[src/sv/kre_pkg.sv]
// ----------------------------------------------------------------------------
// kre_pkg: keyboard report to key events, shared types and constants
// Report and event payloads, the job passed from front to back, and the
// scancode translation ROM.
// ----------------------------------------------------------------------------
package kre_pkg;

	localparam int MAX_SLOTS = 6;
	localparam int MAX_MODS = 8;
	localparam int MOD_IDX_W = 3;
	localparam int EV_BITS = 2 * MAX_SLOTS;
	localparam int QUEUE_DEPTH = 2;

	localparam logic [7:0] MOD_BASE = 8'd224;
	localparam logic [7:0] NONE_LIMIT = 8'd3;
	localparam logic [31:0] EXPECTED_FUNCTION_RESET = 32'd1;

	typedef struct packed {
		logic [31:0] function_code;
		logic [7:0]  modifiers;
		logic [7:0]  key0;
		logic [7:0]  key1;
		logic [7:0]  key2;
		logic [7:0]  key3;
		logic [7:0]  key4;
		logic [7:0]  key5;
	} kre_report_t;

	typedef struct packed {
		logic [7:0] key_code;
		logic [7:0] scancode;
		logic       pressed;
		logic       unknown;
		logic       last;
	} kre_event_t;

	typedef logic [MAX_SLOTS-1:0][7:0] kre_keys_t;

	// ev_mask bit 2i: release of old slot i, bit 2i+1: press of new slot i
	typedef struct packed {
		logic [7:0]         modifiers;
		kre_keys_t          old_keys;
		kre_keys_t          new_keys;
		logic [EV_BITS-1:0] ev_mask;
	} kre_job_t;

	function automatic logic [7:0] key_rom(input logic [7:0] sc);
		logic [7:0] f;
		case (sc)
			8'd4: f = 8'd30;    8'd5: f = 8'd48;    8'd6: f = 8'd46;    8'd7: f = 8'd32;
			8'd8: f = 8'd18;    8'd9: f = 8'd33;    8'd10: f = 8'd34;   8'd11: f = 8'd35;
			8'd12: f = 8'd23;   8'd13: f = 8'd36;   8'd14: f = 8'd37;   8'd15: f = 8'd38;
			8'd16: f = 8'd50;   8'd17: f = 8'd49;   8'd18: f = 8'd24;   8'd19: f = 8'd25;
			8'd20: f = 8'd16;   8'd21: f = 8'd19;   8'd22: f = 8'd31;   8'd23: f = 8'd20;
			8'd24: f = 8'd22;   8'd25: f = 8'd47;   8'd26: f = 8'd17;   8'd27: f = 8'd45;
			8'd28: f = 8'd21;   8'd29: f = 8'd44;
			8'd30: f = 8'd2;    8'd31: f = 8'd3;    8'd32: f = 8'd4;    8'd33: f = 8'd5;
			8'd34: f = 8'd6;    8'd35: f = 8'd7;    8'd36: f = 8'd8;    8'd37: f = 8'd9;
			8'd38: f = 8'd10;   8'd39: f = 8'd11;
			8'd40: f = 8'd28;   8'd41: f = 8'd1;    8'd42: f = 8'd14;   8'd43: f = 8'd15;
			8'd44: f = 8'd57;   8'd45: f = 8'd12;   8'd46: f = 8'd13;   8'd47: f = 8'd26;
			8'd48: f = 8'd27;   8'd49: f = 8'd43;
			8'd50: f = 8'd84;   8'd51: f = 8'd39;   8'd52: f = 8'd40;   8'd53: f = 8'd41;
			8'd54: f = 8'd51;   8'd55: f = 8'd52;   8'd56: f = 8'd53;   8'd57: f = 8'd58;
			8'd58: f = 8'd59;   8'd59: f = 8'd60;   8'd60: f = 8'd61;   8'd61: f = 8'd62;
			8'd62: f = 8'd63;   8'd63: f = 8'd64;   8'd64: f = 8'd65;   8'd65: f = 8'd66;
			8'd66: f = 8'd67;   8'd67: f = 8'd68;   8'd68: f = 8'd87;   8'd69: f = 8'd88;
			8'd70: f = 8'd99;   8'd71: f = 8'd70;   8'd72: f = 8'd119;  8'd73: f = 8'd110;
			8'd74: f = 8'd102;  8'd75: f = 8'd104;  8'd76: f = 8'd111;  8'd77: f = 8'd107;
			8'd78: f = 8'd109;  8'd79: f = 8'd106;  8'd80: f = 8'd105;  8'd81: f = 8'd108;
			8'd82: f = 8'd103;
			8'd83: f = 8'd69;   8'd84: f = 8'd98;   8'd85: f = 8'd55;   8'd86: f = 8'd74;
			8'd87: f = 8'd78;   8'd88: f = 8'd96;   8'd89: f = 8'd79;   8'd90: f = 8'd80;
			8'd91: f = 8'd81;   8'd92: f = 8'd75;   8'd93: f = 8'd76;   8'd94: f = 8'd77;
			8'd95: f = 8'd71;   8'd96: f = 8'd72;   8'd97: f = 8'd73;   8'd98: f = 8'd82;
			8'd99: f = 8'd83;
			8'd100: f = 8'd86;  8'd101: f = 8'd127; 8'd102: f = 8'd116; 8'd103: f = 8'd117;
			8'd104: f = 8'd85;  8'd105: f = 8'd89;  8'd106: f = 8'd90;  8'd107: f = 8'd91;
			8'd108: f = 8'd92;  8'd109: f = 8'd93;  8'd110: f = 8'd94;  8'd111: f = 8'd95;
			8'd112: f = 8'd120; 8'd113: f = 8'd121; 8'd114: f = 8'd122; 8'd115: f = 8'd123;
			8'd116: f = 8'd134; 8'd117: f = 8'd138; 8'd118: f = 8'd130; 8'd119: f = 8'd132;
			8'd120: f = 8'd128; 8'd121: f = 8'd129; 8'd122: f = 8'd131; 8'd123: f = 8'd137;
			8'd124: f = 8'd133; 8'd125: f = 8'd135; 8'd126: f = 8'd136; 8'd127: f = 8'd113;
			8'd128: f = 8'd115; 8'd129: f = 8'd114;
			8'd133: f = 8'd124;
			8'd135: f = 8'd181; 8'd136: f = 8'd182; 8'd137: f = 8'd183; 8'd138: f = 8'd184;
			8'd139: f = 8'd185; 8'd140: f = 8'd186; 8'd141: f = 8'd187; 8'd142: f = 8'd188;
			8'd143: f = 8'd189; 8'd144: f = 8'd190; 8'd145: f = 8'd191; 8'd146: f = 8'd192;
			8'd147: f = 8'd193; 8'd148: f = 8'd194; 8'd149: f = 8'd195; 8'd150: f = 8'd196;
			8'd151: f = 8'd197; 8'd152: f = 8'd198;
			8'd224: f = 8'd29;  8'd225: f = 8'd42;  8'd226: f = 8'd56;  8'd227: f = 8'd125;
			8'd228: f = 8'd97;  8'd229: f = 8'd54;  8'd230: f = 8'd100; 8'd231: f = 8'd126;
			8'd232: f = 8'd164; 8'd233: f = 8'd166; 8'd234: f = 8'd165; 8'd235: f = 8'd163;
			8'd236: f = 8'd161; 8'd237: f = 8'd115; 8'd238: f = 8'd114; 8'd239: f = 8'd113;
			8'd240: f = 8'd150; 8'd241: f = 8'd158; 8'd242: f = 8'd159; 8'd243: f = 8'd128;
			8'd244: f = 8'd136; 8'd245: f = 8'd177; 8'd246: f = 8'd178; 8'd247: f = 8'd176;
			8'd248: f = 8'd142; 8'd249: f = 8'd152; 8'd250: f = 8'd173; 8'd251: f = 8'd140;
			default: f = 8'd0;
		endcase
		return f;
	endfunction

endpackage

[src/sv/kre_front.sv]
// ----------------------------------------------------------------------------
// kre_front: report intake and classification
// Holds the expected function code and the stored keys, filters reports and
// works out which release and press events each report causes.
// ----------------------------------------------------------------------------
module kre_front import kre_pkg::*; #(
	parameter int KEY_SLOTS = 6
) (
	input  logic        clk,
	input  logic        arst_n,
	input  logic        cfg_we,
	input  logic [31:0] cfg_wdata,
	input  logic        rpt_valid,
	input  kre_report_t rpt,
	output logic        rpt_stall,
	input  logic        q_full,
	output logic        push,
	output kre_job_t    job
);

	logic [31:0] exp_func_q;
	kre_keys_t   prev_keys_q;
	kre_keys_t   fresh;
	logic        match;

	assign fresh = {rpt.key5, rpt.key4, rpt.key3, rpt.key2, rpt.key1, rpt.key0};
	assign match = (rpt.function_code == exp_func_q);
	assign rpt_stall = q_full;
	assign push = rpt_valid && !rpt_stall && match;

	always_comb begin
		logic in_new, in_old;
		job.modifiers = rpt.modifiers;
		job.old_keys = prev_keys_q;
		job.new_keys = fresh;
		job.ev_mask = '0;
		for (int i = 0; i < KEY_SLOTS; i++) begin
			in_new = 1'b0;
			in_old = 1'b0;
			for (int j = 0; j < KEY_SLOTS; j++) begin
				if (fresh[j] == prev_keys_q[i]) in_new = 1'b1;
				if (prev_keys_q[j] == fresh[i]) in_old = 1'b1;
			end
			job.ev_mask[2*i] = (prev_keys_q[i] > NONE_LIMIT) && !in_new;
			job.ev_mask[2*i+1] = (fresh[i] > NONE_LIMIT) && !in_old;
		end
	end

	always_ff @(posedge clk or negedge arst_n) begin
		if (!arst_n) begin
			exp_func_q <= EXPECTED_FUNCTION_RESET;
			prev_keys_q <= '0;
		end else begin
			if (cfg_we) exp_func_q <= cfg_wdata;
			if (push) prev_keys_q <= fresh;
		end
	end

endmodule

[src/sv/kre_queue.sv]
// ----------------------------------------------------------------------------
// kre_queue: job queue
// Short FIFO between the front and back so each side stalls on its own.
// ----------------------------------------------------------------------------
module kre_queue import kre_pkg::*; (
	input  logic     clk,
	input  logic     arst_n,
	input  logic     push,
	input  kre_job_t wr_job,
	input  logic     pop,
	output logic     full,
	output logic     head_valid,
	output kre_job_t head
);

	localparam int PW = $clog2(QUEUE_DEPTH);
	localparam int CW = $clog2(QUEUE_DEPTH + 1);

	kre_job_t        mem_q [QUEUE_DEPTH];
	logic [PW-1:0]   wr_ptr_q;
	logic [PW-1:0]   rd_ptr_q;
	logic [CW-1:0]   count_q;

	assign full = (count_q == CW'(QUEUE_DEPTH));
	assign head_valid = (count_q != '0);
	assign head = mem_q[rd_ptr_q];

	always_ff @(posedge clk) begin
		if (push) mem_q[wr_ptr_q] <= wr_job;
	end

	always_ff @(posedge clk or negedge arst_n) begin
		if (!arst_n) begin
			wr_ptr_q <= '0;
			rd_ptr_q <= '0;
			count_q <= '0;
		end else begin
			if (push) wr_ptr_q <= (wr_ptr_q == PW'(QUEUE_DEPTH - 1)) ? '0 : wr_ptr_q + 1'b1;
			if (pop) rd_ptr_q <= (rd_ptr_q == PW'(QUEUE_DEPTH - 1)) ? '0 : rd_ptr_q + 1'b1;
			case ({push, pop})
				2'b10: count_q <= count_q + 1'b1;
				2'b01: count_q <= count_q - 1'b1;
				default: count_q <= count_q;
			endcase
		end
	end

endmodule

[src/sv/kre_back.sv]
// ----------------------------------------------------------------------------
// kre_back: event sequencer
// Walks one job at a time: modifier events first, then pending release and
// press events in slot order, one event per cycle into the output register while evt_stall is low.
// ----------------------------------------------------------------------------
module kre_back import kre_pkg::*; #(
	parameter int MODIFIER_COUNT = 8
) (
	input  logic       clk,
	input  logic       arst_n,
	input  logic       head_valid,
	input  kre_job_t   head,
	output logic       pop,
	output logic       evt_valid,
	input  logic       evt_stall,
	output kre_event_t evt
);

	localparam logic [MOD_IDX_W-1:0] MOD_LAST = MOD_IDX_W'(MODIFIER_COUNT - 1);

	logic                 busy_q;
	logic                 mod_phase_q;
	logic [MOD_IDX_W-1:0] mod_idx_q;
	logic [7:0]           mods_q;
	kre_keys_t            old_q;
	kre_keys_t            new_q;
	logic [EV_BITS-1:0]   mask_q;

	logic                 evt_valid_q;
	kre_event_t           evt_q;

	logic [EV_BITS-1:0]   pick;
	logic [EV_BITS-1:0]   rest;
	logic [7:0]           sc;
	logic                 prs;
	logic                 is_last;
	logic                 out_free;
	logic                 fire;
	kre_event_t           ev;

	assign pick = mask_q & (~mask_q + 1'b1);
	assign rest = mask_q & ~pick;

	always_comb begin
		sc = '0;
		prs = 1'b0;
		is_last = 1'b0;
		if (mod_phase_q) begin
			sc = MOD_BASE + {{(8 - MOD_IDX_W){1'b0}}, mod_idx_q};
			prs = mods_q[mod_idx_q];
			is_last = (mod_idx_q == MOD_LAST) && (mask_q == '0);
		end else begin
			for (int k = 0; k < EV_BITS; k++) begin
				if (pick[k]) begin
					sc = (k % 2 == 1) ? new_q[k/2] : old_q[k/2];
					prs = (k % 2 == 1);
				end
			end
			is_last = (rest == '0);
		end
		ev.key_code = key_rom(sc);
		ev.scancode = sc;
		ev.pressed = prs;
		ev.unknown = (ev.key_code == 8'd0);
		ev.last = is_last;
	end

	assign out_free = !evt_valid_q || !evt_stall;
	assign fire = busy_q && out_free;
	assign pop = head_valid && (!busy_q || (fire && is_last));

	always_ff @(posedge clk or negedge arst_n) begin
		if (!arst_n) begin
			busy_q <= 1'b0;
			mod_phase_q <= 1'b0;
			mod_idx_q <= '0;
			mask_q <= '0;
		end else if (pop) begin
			busy_q <= 1'b1;
			mod_phase_q <= 1'b1;
			mod_idx_q <= '0;
			mask_q <= head.ev_mask;
		end else if (fire) begin
			if (is_last) begin
				busy_q <= 1'b0;
				mod_phase_q <= 1'b0;
			end else if (mod_phase_q) begin
				if (mod_idx_q == MOD_LAST) mod_phase_q <= 1'b0;
				else mod_idx_q <= mod_idx_q + 1'b1;
			end else begin
				mask_q <= rest;
			end
		end
	end

	always_ff @(posedge clk) begin
		if (pop) begin
			mods_q <= head.modifiers;
			old_q <= head.old_keys;
			new_q <= head.new_keys;
		end
	end

	always_ff @(posedge clk or negedge arst_n) begin
		if (!arst_n) begin
			evt_valid_q <= 1'b0;
		end else if (out_free) begin
			evt_valid_q <= fire;
		end
	end

	always_ff @(posedge clk) begin
		if (fire) evt_q <= ev;
	end

	assign evt_valid = evt_valid_q;
	assign evt = evt_q;

`ifndef NO_ASSERTIONS
	a_phase_busy: assert property (@(posedge clk) disable iff (!arst_n)
		mod_phase_q |-> busy_q)
		else $error("modifier phase while idle");
	a_pending: assert property (@(posedge clk) disable iff (!arst_n)
		busy_q && !mod_phase_q |-> mask_q != '0)
		else $error("busy with no pending events");
	a_done_idle: assert property (@(posedge clk) disable iff (!arst_n)
		fire && is_last && !head_valid |=> !busy_q)
		else $error("sequencer did not go idle after last item");
	a_load_mod: assert property (@(posedge clk) disable iff (!arst_n)
		pop |=> mod_phase_q && mod_idx_q == '0)
		else $error("job load did not start modifier events");
`endif

endmodule

[src/sv/keyboard_report_to_key_events_core.sv]
// ----------------------------------------------------------------------------
// keyboard_report_to_key_events_core: keyboard report to key event stream
// Filters reports by function code, diffs keys against the last report and
// emits modifier, release and press events translated through the key ROM.
// ----------------------------------------------------------------------------
// Path: the first event of a report passes through the job queue, the sequencer state and the output register.
// Throughput: one event per cycle from the sequencer while evt_stall is low; a report
//   yields MODIFIER_COUNT + releases + presses events (8 to 20 at defaults).
// A two-entry job queue lets reports be taken while events drain.
// Reset: expected function code to 1, stored keys to zero, queue empty.
module keyboard_report_to_key_events_core import kre_pkg::*; #(
	parameter int KEY_SLOTS = 6,
	parameter int MODIFIER_COUNT = 8
) (
	input  logic        clk,
	input  logic        arst_n,
	input  logic        cfg_we,
	input  logic [31:0] cfg_wdata,
	input  logic        rpt_valid,
	output logic        rpt_stall,
	input  kre_report_t rpt,
	output logic        evt_valid,
	input  logic        evt_stall,
	output kre_event_t  evt
);

	logic     push;
	logic     pop;
	logic     q_full;
	logic     head_valid;
	kre_job_t wr_job;
	kre_job_t head;

	kre_front #(.KEY_SLOTS(KEY_SLOTS)) u_front (
		.clk       (clk),
		.arst_n    (arst_n),
		.cfg_we    (cfg_we),
		.cfg_wdata (cfg_wdata),
		.rpt_valid (rpt_valid),
		.rpt       (rpt),
		.rpt_stall (rpt_stall),
		.q_full    (q_full),
		.push      (push),
		.job       (wr_job)
	);

	kre_queue u_queue (
		.clk        (clk),
		.arst_n     (arst_n),
		.push       (push),
		.wr_job     (wr_job),
		.pop        (pop),
		.full       (q_full),
		.head_valid (head_valid),
		.head       (head)
	);

	kre_back #(.MODIFIER_COUNT(MODIFIER_COUNT)) u_back (
		.clk        (clk),
		.arst_n     (arst_n),
		.head_valid (head_valid),
		.head       (head),
		.pop        (pop),
		.evt_valid  (evt_valid),
		.evt_stall  (evt_stall),
		.evt        (evt)
	);

endmodule

[config.mk]
export PLATFORM = sky130hd
export DESIGN_NAME = keyboard_report_to_key_events_core
export DESIGN_NICKNAME = d
export VERILOG_FILES = /design/src/sv/kre_pkg.sv /design/src/sv/kre_front.sv /design/src/sv/kre_queue.sv /design/src/sv/kre_back.sv /design/src/sv/keyboard_report_to_key_events_core.sv
export SDC_FILE = /design/constraint.sdc
export NUM_CORES = 1
export LEC_CHECK = 0
export ABC_AREA = 1
export ABC_CLOCK_PERIOD_IN_PS = 22100
export BUFFER_PORTS_ARGS = -buffer_cell sky130_fd_sc_hd__buf_2
export CELL_PAD_IN_SITES_DETAIL_PLACEMENT = 1
export CELL_PAD_IN_SITES_GLOBAL_PLACEMENT = 2
export CORE_MARGIN = 2
export CORE_UTILIZATION = 42
export DETAILED_ROUTE_END_ITERATION = 7
export GPL_TIMING_DRIVEN = 0
export PLACE_DENSITY = 0.85
export SLEW_MARGIN = 20
export SYNTH_ARGS = -nofsm -noshare
export SYNTH_HDL_FRONTEND = slang
export SYNTH_SLANG_ARGS = --single-unit
[constraint.sdc]
create_clock -name clk -period 22.1 [get_ports clk]
set_input_delay 1.105 -clock clk [delete_from_list [all_inputs] [get_ports clk]]
set_output_delay 1.105 -clock clk [all_outputs]
set_load 0.005 [all_outputs]
==> flow_summary.toml <==
[detailed_routing]
drt_pre_antenna_iters = 5
drtIter0Drc = 1523
routedWlPerCell_microns = 26.2
drt_wl_total_mm = 94.5
remaining_drc_errors = 0
drtAntennaViolNets = 0
num_vias = 20200
viasPerCell = 5.59

[floorplanning]
die_x_microns = 242
row_count = 87
start_util_pct = 42.3
design.die.area_sq_mm = 0.0585
ios = 146
core_area_sq_mm = 0.0562
die_h_microns = 242

[clocking]
clock-sinks = 457
post_cts_buffers = 0
cts_buffer_depth = 3
cts_hold_buf = 0
clock_latency_ps = 610
cts_tree = "done"
clockRootBuffer = "clkbuf_16"
htree_levels = 2
cts.repair.resized = 0
clk_pin_slew_ps = 60
numCtsBuffers = 51

[worst_setup_path]
worstPathMaxFanout = 25
crit_arrival_ps = 5540
crit_slowest_cell = "nand4_1"
critPathLaunch = "rpt[70]"
cp_top_family = "simple AND/OR/NAND/NOR gates"
cp-end-kind = "flip-flop"
crit_type = "primary input to flip-flop"
cp_data_required_time_ps = 22400
crit_buf_inv = 5
r2r-start = "u_front.exp_func_q[14]"
worstSetupStartpointType = "primary input"
path_cells = "buf_2 -> xor2_1 -> nor4_1 -> nand2_1 -> nor4_1 -> nand4_1 -> clkbuf_1 -> clkbuf_1 -> nor2_4 -> buf_16 -> buf_12"
slowest_delay_ps = 860

[sta]
period_share_pct = 23.7
final-setup-viol-count = 0
tightest_slew_ps = 1120
finalSetupTns_ps = 0
drv_slew = 0
finalClockSkew_ps = 40.3
rsz0062_at_grt = "false"
final_hold_viol_count = 0
post-route-min-period_ps = 5240
slew-limit-headroom_pct = 23.2
max_freq_mhz = 191

[grt]
grt-ovfl-total = 0
grt_antenna_before_repair = 10
grt_pass1_wl_mm = 139
grt_max_degree = 62
grt_pass1_vias = 21200
grt_usage_pct = 32.1

[power_and_ir_drop]
powerDensity_mw_per_mm2 = 119
peakVddDrop_mv = 0.0739
p_leak_nw = 11.4
p_sw_share_pct = 41.1
p_int_mw = 1.94
power.switching_mw = 1.35
seqPwrFrac_pct = 34.2
finalPower_mw = 3.29
power_frac_clock_pct = 26.7
p_comb_share_pct = 39.1

[synthesis]
ys_top_cells_by_area = "edfxtp_1, nand2_1, dfrtp_1"
syn_inst = 2597
synth_edf_count = 355
ys_ff_latch = 457
syn_area_per_cell_sq_um = 9.14
yosysWarnings = 0
synth_top_area_share_pct = 44.9
syn_area_sq_mm = 0.0237
synth.net_count = 2741
synth_top_area_cell = "edfxtp_1"
synthFlopType = "edfxtp_1"
yosysSeqAreaShare_pct = 55.7
synthArstFlopShare_pct = 22.3
ys_types = 61

[placement]
finalWeightedCongestion = 0.982
place_hpwl_mm = 72.1
dp_cells = 3510
portBuffers = 144

[layout]
nFillCells = 6509
multi_input_area_sq_mm = 0.00911
area_delta_synth_final_pct = 15.9
stdcell_count = 3613
regArea_sq_mm = 0.0132
drive_gt1_share_pct = 12.0
fin_nets = 2951

[job]
maxCapViolCount = 0

[worst_hold_path]
min_path_type = "primary input to async pin"

[outcome]
status = "finished clean"
[flip-flops by register name, summed over array words and instances, names as in the netlist, 2 cells and up]
name and cells:
u_back.old_q 48, u_front.job 48, u_back.new_q 48, u_front.exp_func_q 32
u_queue.count_q 2, u_back.mods_q 8, u_back.evt 19, u_back.mod_idx_q 3
u_queue.mem_q 232, u_back.mask_q 12
[cells in the mapped netlist, drive strengths merged, types with 3 or more instances]
master and count:
nand2 890, edfxtp 355, inv 195, nand3 153, nor2 136, clkbuf 133, xor2 102, dfrtp 101
o21ai 91, nand4 86, xnor2 77, a21oi 59, nor4 33, buf 24, mux2 22, nor3 20
ha 19, or2 18, o211ai 13, o221ai 9, or4 8, clkinv 7, nand3b 7, a22oi 4
a31oi 4, o22ai 4, a2111oi 3, a211oi 3, o311ai 3
[path summary, 6_finish.rpt]
check,to,slack (ps),cells past startpoint
max,u_queue.mem_q[1][70],16860,11
min,u_front.exp_func_q[13],420,1
max reg2reg,u_queue.mem_q[1][70],17060,10
min reg2reg,u_queue.mem_q[1][104],470,0
max in group asynchronous,u_front.job[77],20920,2
min in group clk,u_queue.mem_q[1][104],470,0
[power by group through the flow]
stage                     Clock [mW]  Sequential (mW)  Combinational [mW]
after floorplan                    0             1.13               0.764
after global placement             0             1.15                1.25
after detailed placement           0             1.14                1.27
after CTS                      0.893             1.13                1.28
after global routing           0.924             1.13                1.40
final                          0.877             1.13                1.29
[metrics by stage]
step                      util (%)  hold slack [ps]  setup WS (ps)  area, sq um
final                         49.0              423          16860        27500
after global routing          49.0              429          16750        27500
after CTS                     49.0              413          16970        27500
after detailed placement      45.9              458          16340        25800
after global placement        45.2              445           9440        25400
after floorplan                  -              440          14090        23700
[worst reg2reg max path: stages (launching register included)]
cell	delay, ps
dfrtp_1	390
xor2_1	160
nor4_1	390
nand2_1	120
nor4_1	380
nand4_1	860
clkbuf_1	550
clkbuf_1	550
nor2_4	840
buf_16	260
buf_12	230
[layout make-up]
cell class	count	area share (%)
multi-input cells	1781	33.1
plain buffers	157	2.42
flip-flops and latches	457	48.0
inverters	202	2.80
well taps	756	3.44
diodes	7	0.0636
clock inverters	28	1.17
clock buffers	68	5.13
repair buffers	157	3.86
[cell families after synthesis]
logic type	after synthesis	share of synthesized area, %
adders and majority gates	19	1.00
muxes	22	1.04
DFF	457	55.7
buffers and inverters	359	6.03
xor gates and xnor gates	179	6.60
AOI/OAI and AO/OA	205	5.00
and+or+nand+nor	1356	24.7
[cell usage in the layout, fill, tap and decap left out, drive strengths merged, types with 3 or more instances in the layout]
| cell | instances |
|---|---|
| nand4 | 86 |
| diode | 7 |
| ha | 19 |
| nand2 | 890 |
| clkbuf | 201 |
| a31oi | 4 |
| inv | 196 |
| nand3 | 153 |
| o21ai | 91 |
| bufinv | 6 |
| nor2 | 136 |
| nor3 | 20 |
| clkinvlp | 3 |
| o211ai | 13 |
| xor2 | 102 |
| o221ai | 9 |
| edfxtp | 355 |
| nor4 | 33 |
| a22oi | 4 |
| dfrtp | 101 |
| clkinv | 25 |
| or2 | 18 |
| a2111oi | 3 |
| or4 | 8 |
| a21oi | 59 |
| a211oi | 3 |
| mux2 | 22 |
| o311ai | 3 |
| nand3b | 7 |
| buf | 181 |
| xnor2 | 77 |
| o22ai | 4 |
[per-layer routing]
metal	vias up	global-route usage [%]	routed length [microns]
met4	4	12.2	3750
met1	10300	41.0	38800
li1	9075	-	-
met5	-	0	30
met3	179	3.55	4680
met2	686	56.2	47300
(Power assumes the default switching activity.)
